### src/hdl/ttd_pkg.sv
// Package for the timed task dispatch table: action and status codes,
// configuration register indices and the default table size. No dependencies.
package ttd_pkg;

  localparam int unsigned MaxTasksDefault = 16;

  typedef enum logic [3:0] {
    ActTick       = 4'd0,
    ActRegister   = 4'd1,
    ActDeregister = 4'd2,
    ActSchedPer   = 4'd3,
    ActSchedOnce  = 4'd4,
    ActResched    = 4'd5,
    ActUnsched    = 4'd6,
    ActPoll       = 4'd7,
    ActStats      = 4'd8
  } action_e;

  typedef enum logic [1:0] {
    StatOk       = 2'd0,
    StatNoFree   = 2'd1,
    StatNotFound = 2'd2
  } status_e;

  localparam logic [1:0] CfgPrescale = 2'd0;
  localparam logic [1:0] CfgActive   = 2'd1;

endpackage

### src/hdl/timed_task_dispatch_table.sv
// Timed task dispatch table top level: slot store, millisecond clock and
// the sequencer that scans slots one per cycle. Depends on ttd_pkg.
//
// Each transaction is accepted when idle and answered with one result.
// Tick, read stats and unknown actions go from acceptance through StRead to
// StOut. Register, the lookup actions and poll scan the slot store one entry
// per cycle through a single compare unit, covering at most the active slot
// count (MaxTasks when that count is zero or above MaxTasks). A poll after
// the active count was lowered first subtracts the slot count from the
// cursor in StRead until it is back in range. The input is taken again in
// the cycle after the result is accepted, and a stalled result holds the
// input off. Configuration writes are taken any time.
module timed_task_dispatch_table
  import ttd_pkg::*;
#(
  parameter int unsigned MaxTasks = MaxTasksDefault
) (
  input  logic          clk_i,
  input  logic          rst_ni,
  input  logic          s_axis_tvalid,
  output logic          s_axis_tready,
  // action[3:0], task_id[19:4], delay_ms[51:20], param_tag[83:52], handler[91:84]
  input  logic [95:0]   s_axis_tdata,
  output logic          m_axis_tvalid,
  input  logic          m_axis_tready,
  // status[1:0], dispatch_valid[2], due_task_id[18:3], due_handler[26:19],
  // due_param_tag[58:27], idle_minus_busy[90:59], busy_total[122:91],
  // runs_total[154:123]
  output logic [159:0]  m_axis_tdata,
  input  logic          cfg_valid_i,
  output logic          cfg_ready_o,
  input  logic [1:0]    cfg_index_i,
  input  logic [31:0]   cfg_data_i
);

  localparam int unsigned IdxW = (MaxTasks > 1) ? $clog2(MaxTasks) : 1;
  localparam int unsigned CntW = $clog2(MaxTasks + 1);

  typedef enum logic [2:0] {
    StIdle, StRead, StScan, StExec, StOut
  } state_e;

  state_e state_q;

  logic [15:0] prescale_q;
  logic [4:0]  active_q;
  logic [15:0] pcount_q;
  logic [31:0] now_q;
  logic [IdxW-1:0] cursor_q;
  logic [31:0] polls_q, disp_q, runs_q;

  logic [15:0] ids_mem  [MaxTasks];
  logic [7:0]  hnd_mem  [MaxTasks];
  logic [31:0] prm_mem  [MaxTasks];
  logic [31:0] dly_mem  [MaxTasks];
  logic [31:0] due_mem  [MaxTasks];
  logic [MaxTasks-1:0] alloc_q, sched_q, per_q;

  logic [3:0]  act_q;
  logic [15:0] id_q;
  logic [31:0] dly_in_q, tag_q;
  logic [7:0]  hin_q;
  logic [IdxW-1:0] idx_q;
  logic [CntW-1:0] steps_q, limit_q;
  logic        found_q;

  logic [15:0] rd_id_q;
  logic [7:0]  rd_hnd_q;
  logic [31:0] rd_prm_q, rd_dly_q, rd_due_q;

  logic [1:0]  o_status_q;
  logic        o_disp_q;
  logic [15:0] o_id_q;
  logic [7:0]  o_hnd_q;
  logic [31:0] o_tag_q, o_imb_q, o_busy_q;

  logic [CntW-1:0] limit_w;
  logic            hit;
  logic [IdxW-1:0] idx_next;
  logic [15:0]     pc_inc;
  logic [31:0]     dsum;

  always_comb begin
    if (active_q == 5'd0 || 32'(active_q) > MaxTasks) limit_w = CntW'(MaxTasks);
    else limit_w = CntW'(active_q);
    case (act_q)
      ActRegister: hit = !alloc_q[idx_q];
      ActPoll:     hit = alloc_q[idx_q];
      default:     hit = alloc_q[idx_q] && (ids_mem[idx_q] == id_q);
    endcase
    if (act_q == ActPoll && 32'(idx_q) + 1 >= 32'(limit_q)) idx_next = '0;
    else idx_next = idx_q + IdxW'(1);
    pc_inc = pcount_q + 16'd1;
    dsum = now_q + ((act_q == ActSchedPer || act_q == ActSchedOnce) ? dly_in_q : rd_dly_q);
  end

  assign s_axis_tready = (state_q == StIdle);
  assign cfg_ready_o   = 1'b1;
  assign m_axis_tvalid = (state_q == StOut);
  assign m_axis_tdata  = {5'd0, runs_q, o_busy_q, o_imb_q, o_tag_q, o_hnd_q, o_id_q,
                          o_disp_q, o_status_q};

  always_ff @(posedge clk_i) begin
    rd_id_q  <= ids_mem[idx_q];
    rd_hnd_q <= hnd_mem[idx_q];
    rd_prm_q <= prm_mem[idx_q];
    rd_dly_q <= dly_mem[idx_q];
    rd_due_q <= due_mem[idx_q];
    if (state_q == StIdle && s_axis_tvalid) begin
      act_q    <= s_axis_tdata[3:0];
      id_q     <= s_axis_tdata[19:4];
      dly_in_q <= s_axis_tdata[51:20];
      tag_q    <= s_axis_tdata[83:52];
      hin_q    <= s_axis_tdata[91:84];
    end
    if (state_q == StExec && found_q) begin
      case (act_q)
        ActRegister: begin
          ids_mem[idx_q] <= id_q;
          hnd_mem[idx_q] <= hin_q;
          prm_mem[idx_q] <= '0;
          dly_mem[idx_q] <= '0;
          due_mem[idx_q] <= '0;
        end
        ActDeregister: begin
          ids_mem[idx_q] <= '0;
          hnd_mem[idx_q] <= '0;
          prm_mem[idx_q] <= '0;
          dly_mem[idx_q] <= '0;
          due_mem[idx_q] <= '0;
        end
        ActSchedPer, ActSchedOnce: begin
          dly_mem[idx_q] <= dly_in_q;
          due_mem[idx_q] <= dsum;
          prm_mem[idx_q] <= tag_q;
        end
        ActResched: begin
          due_mem[idx_q] <= dsum;
          prm_mem[idx_q] <= tag_q;
        end
        ActUnsched: begin
          due_mem[idx_q] <= '0;
          prm_mem[idx_q] <= '0;
        end
        ActPoll: begin
          if (sched_q[idx_q] && per_q[idx_q] && !(now_q - rd_due_q >= 32'h8000_0000))
            due_mem[idx_q] <= dsum;
        end
        default: ;
      endcase
    end
  end

  always_ff @(posedge clk_i or negedge rst_ni) begin
    if (!rst_ni) begin
      state_q <= StIdle;
      prescale_q <= 16'd1;
      active_q <= 5'd16;
      pcount_q <= '0;
      now_q <= '0;
      cursor_q <= '0;
      polls_q <= '0;
      disp_q <= '0;
      runs_q <= '0;
      alloc_q <= '0;
      sched_q <= '0;
      per_q <= '0;
      idx_q <= '0;
      steps_q <= '0;
      limit_q <= '0;
      found_q <= 1'b0;
      o_status_q <= StatOk;
      o_disp_q <= 1'b0;
      o_id_q <= '0;
      o_hnd_q <= '0;
      o_tag_q <= '0;
      o_imb_q <= '0;
      o_busy_q <= '0;
    end else begin
      if (cfg_valid_i) begin
        if (cfg_index_i == CfgPrescale) prescale_q <= cfg_data_i[15:0];
        else if (cfg_index_i == CfgActive) active_q <= cfg_data_i[4:0];
      end
      case (state_q)
        StIdle: begin
          if (s_axis_tvalid) begin
            state_q <= StRead;
            limit_q <= limit_w;
            steps_q <= '0;
            found_q <= 1'b0;
            if (s_axis_tdata[3:0] == ActPoll) idx_q <= cursor_q;
            else idx_q <= '0;
            o_status_q <= StatOk;
            o_disp_q <= 1'b0;
            o_id_q <= '0;
            o_hnd_q <= '0;
            o_tag_q <= '0;
            o_imb_q <= '0;
            o_busy_q <= '0;
          end
        end
        StRead: begin
          case (act_q)
            ActTick: begin
              if (pc_inc >= prescale_q || pc_inc == 16'd0) begin
                now_q <= now_q + 32'd1;
                pcount_q <= '0;
              end else pcount_q <= pc_inc;
              state_q <= StOut;
            end
            ActStats: begin
              o_imb_q <= polls_q - disp_q;
              o_busy_q <= disp_q;
              polls_q <= '0;
              disp_q <= '0;
              state_q <= StOut;
            end
            ActPoll: begin
              if (32'(idx_q) >= 32'(limit_q)) idx_q <= IdxW'(32'(idx_q) - 32'(limit_q));
              else state_q <= StScan;
            end
            ActRegister, ActDeregister, ActSchedPer, ActSchedOnce, ActResched,
            ActUnsched: state_q <= StScan;
            default: state_q <= StOut;
          endcase
        end
        StScan: begin
          if (steps_q == limit_q) begin
            if (act_q == ActRegister) o_status_q <= StatNoFree;
            else if (act_q != ActPoll) o_status_q <= StatNotFound;
            state_q <= StOut;
          end else if (hit) begin
            found_q <= 1'b1;
            state_q <= StExec;
          end else begin
            idx_q <= idx_next;
            steps_q <= steps_q + CntW'(1);
          end
        end
        StExec: begin
          state_q <= StOut;
          case (act_q)
            ActRegister: alloc_q[idx_q] <= 1'b1;
            ActDeregister: begin
              alloc_q[idx_q] <= 1'b0;
              sched_q[idx_q] <= 1'b0;
              per_q[idx_q] <= 1'b0;
            end
            ActSchedPer, ActSchedOnce: begin
              sched_q[idx_q] <= 1'b1;
              per_q[idx_q] <= (act_q == ActSchedPer);
            end
            ActResched: sched_q[idx_q] <= 1'b1;
            ActUnsched: sched_q[idx_q] <= 1'b0;
            ActPoll: begin
              polls_q <= polls_q + 32'd1;
              cursor_q <= idx_next;
              if (sched_q[idx_q] && !(now_q - rd_due_q >= 32'h8000_0000)) begin
                sched_q[idx_q] <= per_q[idx_q];
                disp_q <= disp_q + 32'd1;
                runs_q <= runs_q + 32'd1;
                o_disp_q <= 1'b1;
                o_id_q <= rd_id_q;
                o_hnd_q <= rd_hnd_q;
                o_tag_q <= rd_prm_q;
              end
            end
            default: ;
          endcase
        end
        StOut: if (m_axis_tready) state_q <= StIdle;
        default: state_q <= StIdle;
      endcase
    end
  end

endmodule

### config.mk
export PLATFORM = sky130hd
export DESIGN_NAME = timed_task_dispatch_table
export DESIGN_NICKNAME = d
export VERILOG_FILES = /design/src/hdl/ttd_pkg.sv /design/src/hdl/timed_task_dispatch_table.sv
export SDC_FILE = /design/constraint.sdc
export NUM_CORES = 2
export LEC_CHECK = 0
export BUFFER_PORTS_ARGS = -buffer_cell sky130_fd_sc_hd__buf_2
export CORE_ASPECT_RATIO = 1.5
export CORE_MARGIN = 8
export CORE_UTILIZATION = 40
export CTS_CLUSTER_SIZE = 28
export DETAILED_ROUTE_END_ITERATION = 10
export GPL_TIMING_DRIVEN = 0
export RECOVER_POWER = 100
export SETUP_SLACK_MARGIN = 0.1
export SLEW_MARGIN = 15
export SYNTH_ARGS = -nofsm -noshare
export SYNTH_HDL_FRONTEND = slang
export SYNTH_SLANG_ARGS = --single-unit
### constraint.sdc
create_clock -name clk_i -period 7.68 [get_ports clk_i]
set_input_delay 1.152 -clock clk_i [delete_from_list [all_inputs] [get_ports clk_i]]
set_output_delay 1.152 -clock clk_i [all_outputs]
set_load 0.01 [all_outputs]
Yosys cells after proc, flatten, opt, wreduce, memory -nomap -nowiden
Memories as Yosys holds them, arrays and structs flattened. A register that Yosys moved wholly into a read port is not among the register bits.
Index checks and enable logic that the tools add are counted.
Word-level totals
  register bits: 466
  RAM bits: 1920
  input bits: 135
  output and inout port bits: 163
  logic and storage cells: 257
  memories kept: 5
Memories
  dly_mem: depth 16, width 32, rd ports 1, clocked after memory_dff 1, write ports 1, line timed_task_dispatch_table.sv:55  | logic [31:0] dly_mem [MaxTasks];
  due_mem: depth 16, width 32, rd ports 1, clocked after memory_dff 1, write ports 1, line timed_task_dispatch_table.sv:56  | logic [31:0] due_mem [MaxTasks];
  prm_mem: depth 16, width 32, rd ports 1, clocked after memory_dff 1, write ports 1, line timed_task_dispatch_table.sv:54  | logic [31:0] prm_mem [MaxTasks];
  ids_mem: depth 16, width 16, rd ports 1, clocked after memory_dff 0, write ports 1, line timed_task_dispatch_table.sv:52  | logic [15:0] ids_mem [MaxTasks];
  hnd_mem: depth 16, width 8, rd ports 1, clocked after memory_dff 1, write ports 1, line timed_task_dispatch_table.sv:53  | logic [7:0] hnd_mem [MaxTasks];
Operators by class
  add/subtract/negate cells: 12
  $lt $le $gt $ge: 7
  equal/unequal tests: 32
  muxes and demuxes: 103
  bitwise gates (word level): 20
  reduce and logical (&&, ||, !) cells: 49
Operators with widths (number)
  2-to-1 mux 32 bit: 21
  case mux 32 bit (2 select lines): 5
  adder 32 x 1 -> 32 bit (second input constant): 4
  2-to-1 mux 16 bit: 6
  case mux 16 bit (2 select lines): 3
  subtractor 32 bit: 2
  AND 16 bit: 3
  case mux 16 bit (3 select lines): 1
  adder 32 bit: 1
  bitwise mux 16 bit: 2
  greater-or-equal comparator 32 bit (second input constant): 1
  2-to-1 mux 8 bit: 4
  OR 16 bit: 2
  2-to-1 mux 1 bit: 28
  2-to-1 mux 4 bit: 7
  AND reduction 4 bit: 6
  equality test 4 x 3 -> 1 bit (second input constant): 5
  2-to-1 mux 5 bit: 4
  AND reduction 3 bit: 6
  adder 16 x 1 -> 16 bit (second input constant): 1
  equality test 16 bit: 1
  greater-or-equal comparator 16 bit: 1
  zero test 16 bit: 1
  inequality test 2 bit (second input constant): 8
  other kinds (48): 100

Depth between registers and ports, before layout
  depth in word-level cells: 9
  mapped depth: 20
  mapped depth without buffers: 18

Worst setup path after synthesis
No wires, ideal clock.
  kind: register to register
  start point: reg act_q[1]
  end point: mem due_mem[0][22], data pin
  setup time: 0.490 ns
  arrival: 4.713 ns
  data required time: 7.190 ns
  setup slack: 2.478 ns
  cell stages (with the launch flop): 18
  path buffers: 2
  clock period less this slack: 5.202 ns
  path through: edfxtp_1 > clkbuf_1 > nand2_1 > nor2_1 > a21oi_1 > nor2_1 > clkbuf_1 > mux2_2 > ha_1 > inv_1 > fa_1 > nor2b_1 > o21a_1 > o21ai_0 > a21oi_1 > o21ai_0 > a211oi_1 > a2111oi_0
Between the ends
  longest elaborated chain between the ends: 9
  elaborated cells between the ends (all ways): 25
  classes of those cells: 1 x add/sub; 5 x eq/ne; 17 x mux; 2 x reduce/logical
Ends and longest elaborated chain
  start: declaration: line timed_task_dispatch_table.sv:59  | logic [3:0] act_q;
  start signal: assignment: line timed_task_dispatch_table.sv:110  | act_q <= s_axis_tdata[3:0];
  branches (longest 8 deep; another with adder 32 bit)
  2-to-1 mux 32 bit (no line) *
  end: declaration: line timed_task_dispatch_table.sv:56
Mark *: on every way between the ends.

Final worst setup path
  start point: reg idx_q[1]
  end point: reg idx_q[2]
Between the ends
  longest elaborated chain between the ends: 7
  elaborated cells between the ends (all ways): 22
  classes of those cells: 3 x add/sub; 2 x order compare; 3 x eq/ne; 9 x mux; 4 x reduce/logical; 1 x memory
Ends and longest elaborated chain
  start: declaration: line timed_task_dispatch_table.sv:63  | logic [IdxW-1:0] idx_q;
  start signal: assignment: line timed_task_dispatch_table.sv:191  | if (s_axis_tdata[3:0] == ActPoll) idx_q <= cursor_q;
  start signal: assignment: line timed_task_dispatch_table.sv:219  | if (32'(idx_q) >= 32'(limit_q)) idx_q <= IdxW'(32'(idx_q) - 32'(limit_q));
  start signal: assignment: line timed_task_dispatch_table.sv:236  | idx_q <= idx_next;
  adder 4 x 1 -> 5 bit: line timed_task_dispatch_table.sv:91  | if (act_q == ActPoll && 32'(idx_q) + 1 >= 32'(limit_q)) idx_next = '0;
  greater-or-equal comparator 5 bit: line timed_task_dispatch_table.sv:91
  logical AND 1 bit: line timed_task_dispatch_table.sv:91
  2-to-1 mux 4 bit: line timed_task_dispatch_table.sv:91
  2-to-1 mux 4 bit: line timed_task_dispatch_table.sv:232  | end else if (hit) begin
  2-to-1 mux 4 bit: line timed_task_dispatch_table.sv:228  | if (steps_q == limit_q) begin
  case mux 4 bit (3 select lines): line timed_task_dispatch_table.sv:184  | case (state_q)
Parallel ways exist; a longest one is shown, timed or not. The select of a mux whose other input is x is not followed.
A chain may end at the register's enable or synchronous reset.

==> results.json <==
{
  "start_util": 0.402,
  "fp.dieArea_sq_um": 266000,
  "drive_above_1_share": 0.197,
  "critPathLaunchType": "register",
  "grt_pass1_wl_um": 403000,
  "overflow": 0,
  "grt_most_used_layer": "met2",
  "synth-xor-area-share": 0.0168,
  "cp_slowest_cell": "clkbuf_1",
  "ir_drop_v": 0.000209,
  "cts_setup_buffers": 0,
  "violations": "capacitance limit, slew limit",
  "ant_nets": 0,
  "syn_avg_cell_area_sq_um": 18.1,
  "avgViaCountPerCell": 5.66,
  "whs_endpoint": "tag_q[8]",
  "cts_hold_buf": 0,
  "final_common_cell": "edfxtp_1",
  "synth-compound-area-share": 0.0319,
  "p_leak_nw": 36.2,
  "tightest_slew_ps": 4710,
  "antenna_found_initial": 9,
  "synth_cell_types": 82,
  "grt_pass1_vias": 56800,
  "clk_pin_slew_ps": 70,
  "cp_max_fo": 10,
  "max_freq_mhz": 136,
  "rr_endpoint": "idx_q[2]",
  "worstPathCellList": "clkbuf_1 > clkbuf_1 > clkbuf_1 > clkbuf_1 > clkbuf_1 > nand3_1 > xor2_1 > inv_1 > ha_1 > a21o_1 > a21oi_1 > nor2_1 > nand2b_1 > nor3b_1 > a221o_1 > a22o_1",
  "firstDrtPassIters": 6,
  "cts_made_buffers": 236,
  "vias": 54400,
  "track_usage": 0.207,
  "ctsResizeCount": 0,
  "nNetsFinal": 6401,
  "yosys_warnings": 0,
  "io_buffers": 271,
  "final_cell_mix": "edfxtp_1, mux4_2, clkbuf_1, dfrtp_1, nand3_1",
  "crit_path_end_kind": "register",
  "synth_edf_count": 2012,
  "cpMostUsedCell": "clkbuf_1",
  "use_met3": 0.0289,
  "die_w_um": 424,
  "routabilityCongestion": 0.915,
  "hold_viol": 0,
  "min_period_ps": 7360,
  "relSlewSlack": -2.14,
  "wire_per_inst_um": 29.2,
  "maxSlewViolCount": 960,
  "hp-class": "in -> reg",
  "drtIter0Drc": 5058,
  "rows": 224,
  "synthAdderAreaFrac": 0.0168,
  "fin_setup_tns_ps": 0,
  "die_h_um": 628,
  "muxShareOfSynthArea": 0.147,
  "finalSetupViolations": 0,
  "outcome": "finished, violations left",
  "netlist_instances": 5518,
  "coreArea_sq_um": 248000,
  "rsz0062_at_grt": "no",
  "cts_sinks": 2490,
  "netlist_area_sq_um": 99800,
  "cts_max_path_buffers": 4,
  "grt_use_met2": 0.378,
  "routed_wl_um": 281000,
  "post-dp-hpwl_um": 194000,
  "grt_start_max_net_pins": 95,
  "worst_ep_required_time_ps": 8440,
  "clock-root-buffer": "clkbuf_16",
  "cts_tree": "yes",
  "worst_skew_pair.late_latency_ps": 910,
  "syn_to_final_growth_pct": 14.0,
  "drc": 0,
  "synthFlopType": "edfxtp_1",
  "htree_levels": 4,
  "worstSetupPathType": "reg -> reg",
  "synth_top_family_by_area": "multiplexers",
  "min_delay_path_depth": 1,
  "whs_ps": 405,
  "synthArstFlopShare": 0.144,
  "rr_worst_depth": 16,
  "io_pins": 298,
  "fin_skew_ps": 79.1,
  "grtUsageMet1": 0.249,
  "rr_startpoint": "idx_q[1]",
  "powerDensity_nw_per_um2": 309,
  "drv_cap": 57,
  "yosys.area_share.simple": 0.0525,
  "ys_seq_area_frac": 0.719,
  "critPathMaxStageDelay_ps": 1060,
  "r2r_setup_slack_ps": 320,
  "fill_cells": 21500,
  "fin_crit_sh": 0.959,
  "worst-endpoint-arrival_ps": 8120,
  "hold_start": "s_axis_tdata[60]",
  "ys_ff_latch": 2490
}
## worst max-delay path, delay by kind of cell (launching register included)
family                   cells  cell delay [ps]
AND/OR/NAND/NOR              4              820
buffers and inverters        6             4520
flip-flops                   1              560
adder cells (fa/ha/maj)      1              280
XOR/XNOR                     1              330
AO/OA/AOI/OAI                4              690
## worst max-delay path by stage
| stage | cells past startpoint | endpoint | start | slack [ps] |
|---|---|---|---|---|
| 3_5_place_dp | 17 | due_mem[10][29] | act_q[1] | 730 |
| 6_report | 16 | idx_q[2] | idx_q[1] | 320 |
| 5_1_grt | 18 | idx_q[2] | idx_q[0] | 100 |
| 3_3_place_gp | 1 | o_tag_q[11] | rst_ni | -2260 |
| 2_1_floorplan | 17 | due_mem[0][22] | act_q[1] | 2480 |
| 4_1_cts | 17 | due_mem[10][29] | act_q[1] | 790 |
## through the flow
| step | cells | setup slack, ps | power, mW | util | instance area (sq um) |
|---|---|---|---|---|---|
| finish | 9610 | 316 | 35.2 | 0.458 | 114000 |
| global route | 9607 | 97.0 | 36.3 | 0.458 | 114000 |
| CTS | 9604 | 788 | 35.6 | 0.467 | 116000 |
| detailed placement | 9171 | 732 | 23.6 | 0.435 | 108000 |
| global placement | 9070 | -2260 | 23.4 | 0.424 | 105000 |
| floorplan | 5522 | 2480 | 20.3 | - | 99800 |
## cells by family (layout without fill, tap and decap cells)
kind of cell,Yosys count,in the layout
other,2,10
adder cells (fa/ha/maj),132,132
AND/OR/NAND/NOR,1085,1085
AO/OA/AOI/OAI,506,506
buffers and inverters,402,1209
flip-flops,2490,2490
XOR/XNOR,192,192
multiplexers,709,709
## cells in the mapped netlist (all sizes together), types with 98 or more instances
master  number  share of area
mux4       596           0.13
nor2       233         0.0088
inv        128         0.0048
edfxtp    2012           0.61
ha         129          0.016
o21ai      206          0.010
dfrtp      356          0.089
xnor2       98         0.0086
dfxtp      120          0.024
nand3      276          0.014
clkbuf     179         0.0067
nand2      247         0.0093
## registers in the layout (all words and copies together) (netlist names), 32 cells and up, named ones only
register  cells
disp_q       32
dly_in_q     32
dly_mem     512
due_mem     512
hnd_mem     128
ids_mem     256
now_q        32
o_busy_q     32
o_imb_q      32
o_tag_q      32
polls_q      32
prm_mem     512
rd_dly_q     32
rd_due_q     32
rd_prm_q     32
runs_q       32
tag_q        32
## layer usage
layer,vias to the layer above,wire length (um)
met4,4,12500
met2,1994,147000
met1,28800,104000
met5,-,29
met3,503,16900
li1,23100,-
## where the power goes
group          switching [mW]  internal, mW
registers               0.327          15.1
logic                    4.80          2.86
clock network            5.16          6.93
## cell type report
cell class / instances / area, sq um / share of cell area
repair buffers: 374 / 1910 / 0.0167
clock inverters: 115 / 1310 / 0.0115
flip-flops and latches: 2490 / 71800 / 0.631
inverters: 129 / 484 / 0.00425
multi-input cells: 2630 / 26500 / 0.233
plain buffers: 273 / 1130 / 0.00996
clock buffers: 318 / 6630 / 0.0583
diodes: 4 / 10.0 / 0.0000879
well taps: 3277 / 4100 / 0.0360
No activity file was read; power rests on OpenSTA's default activity.
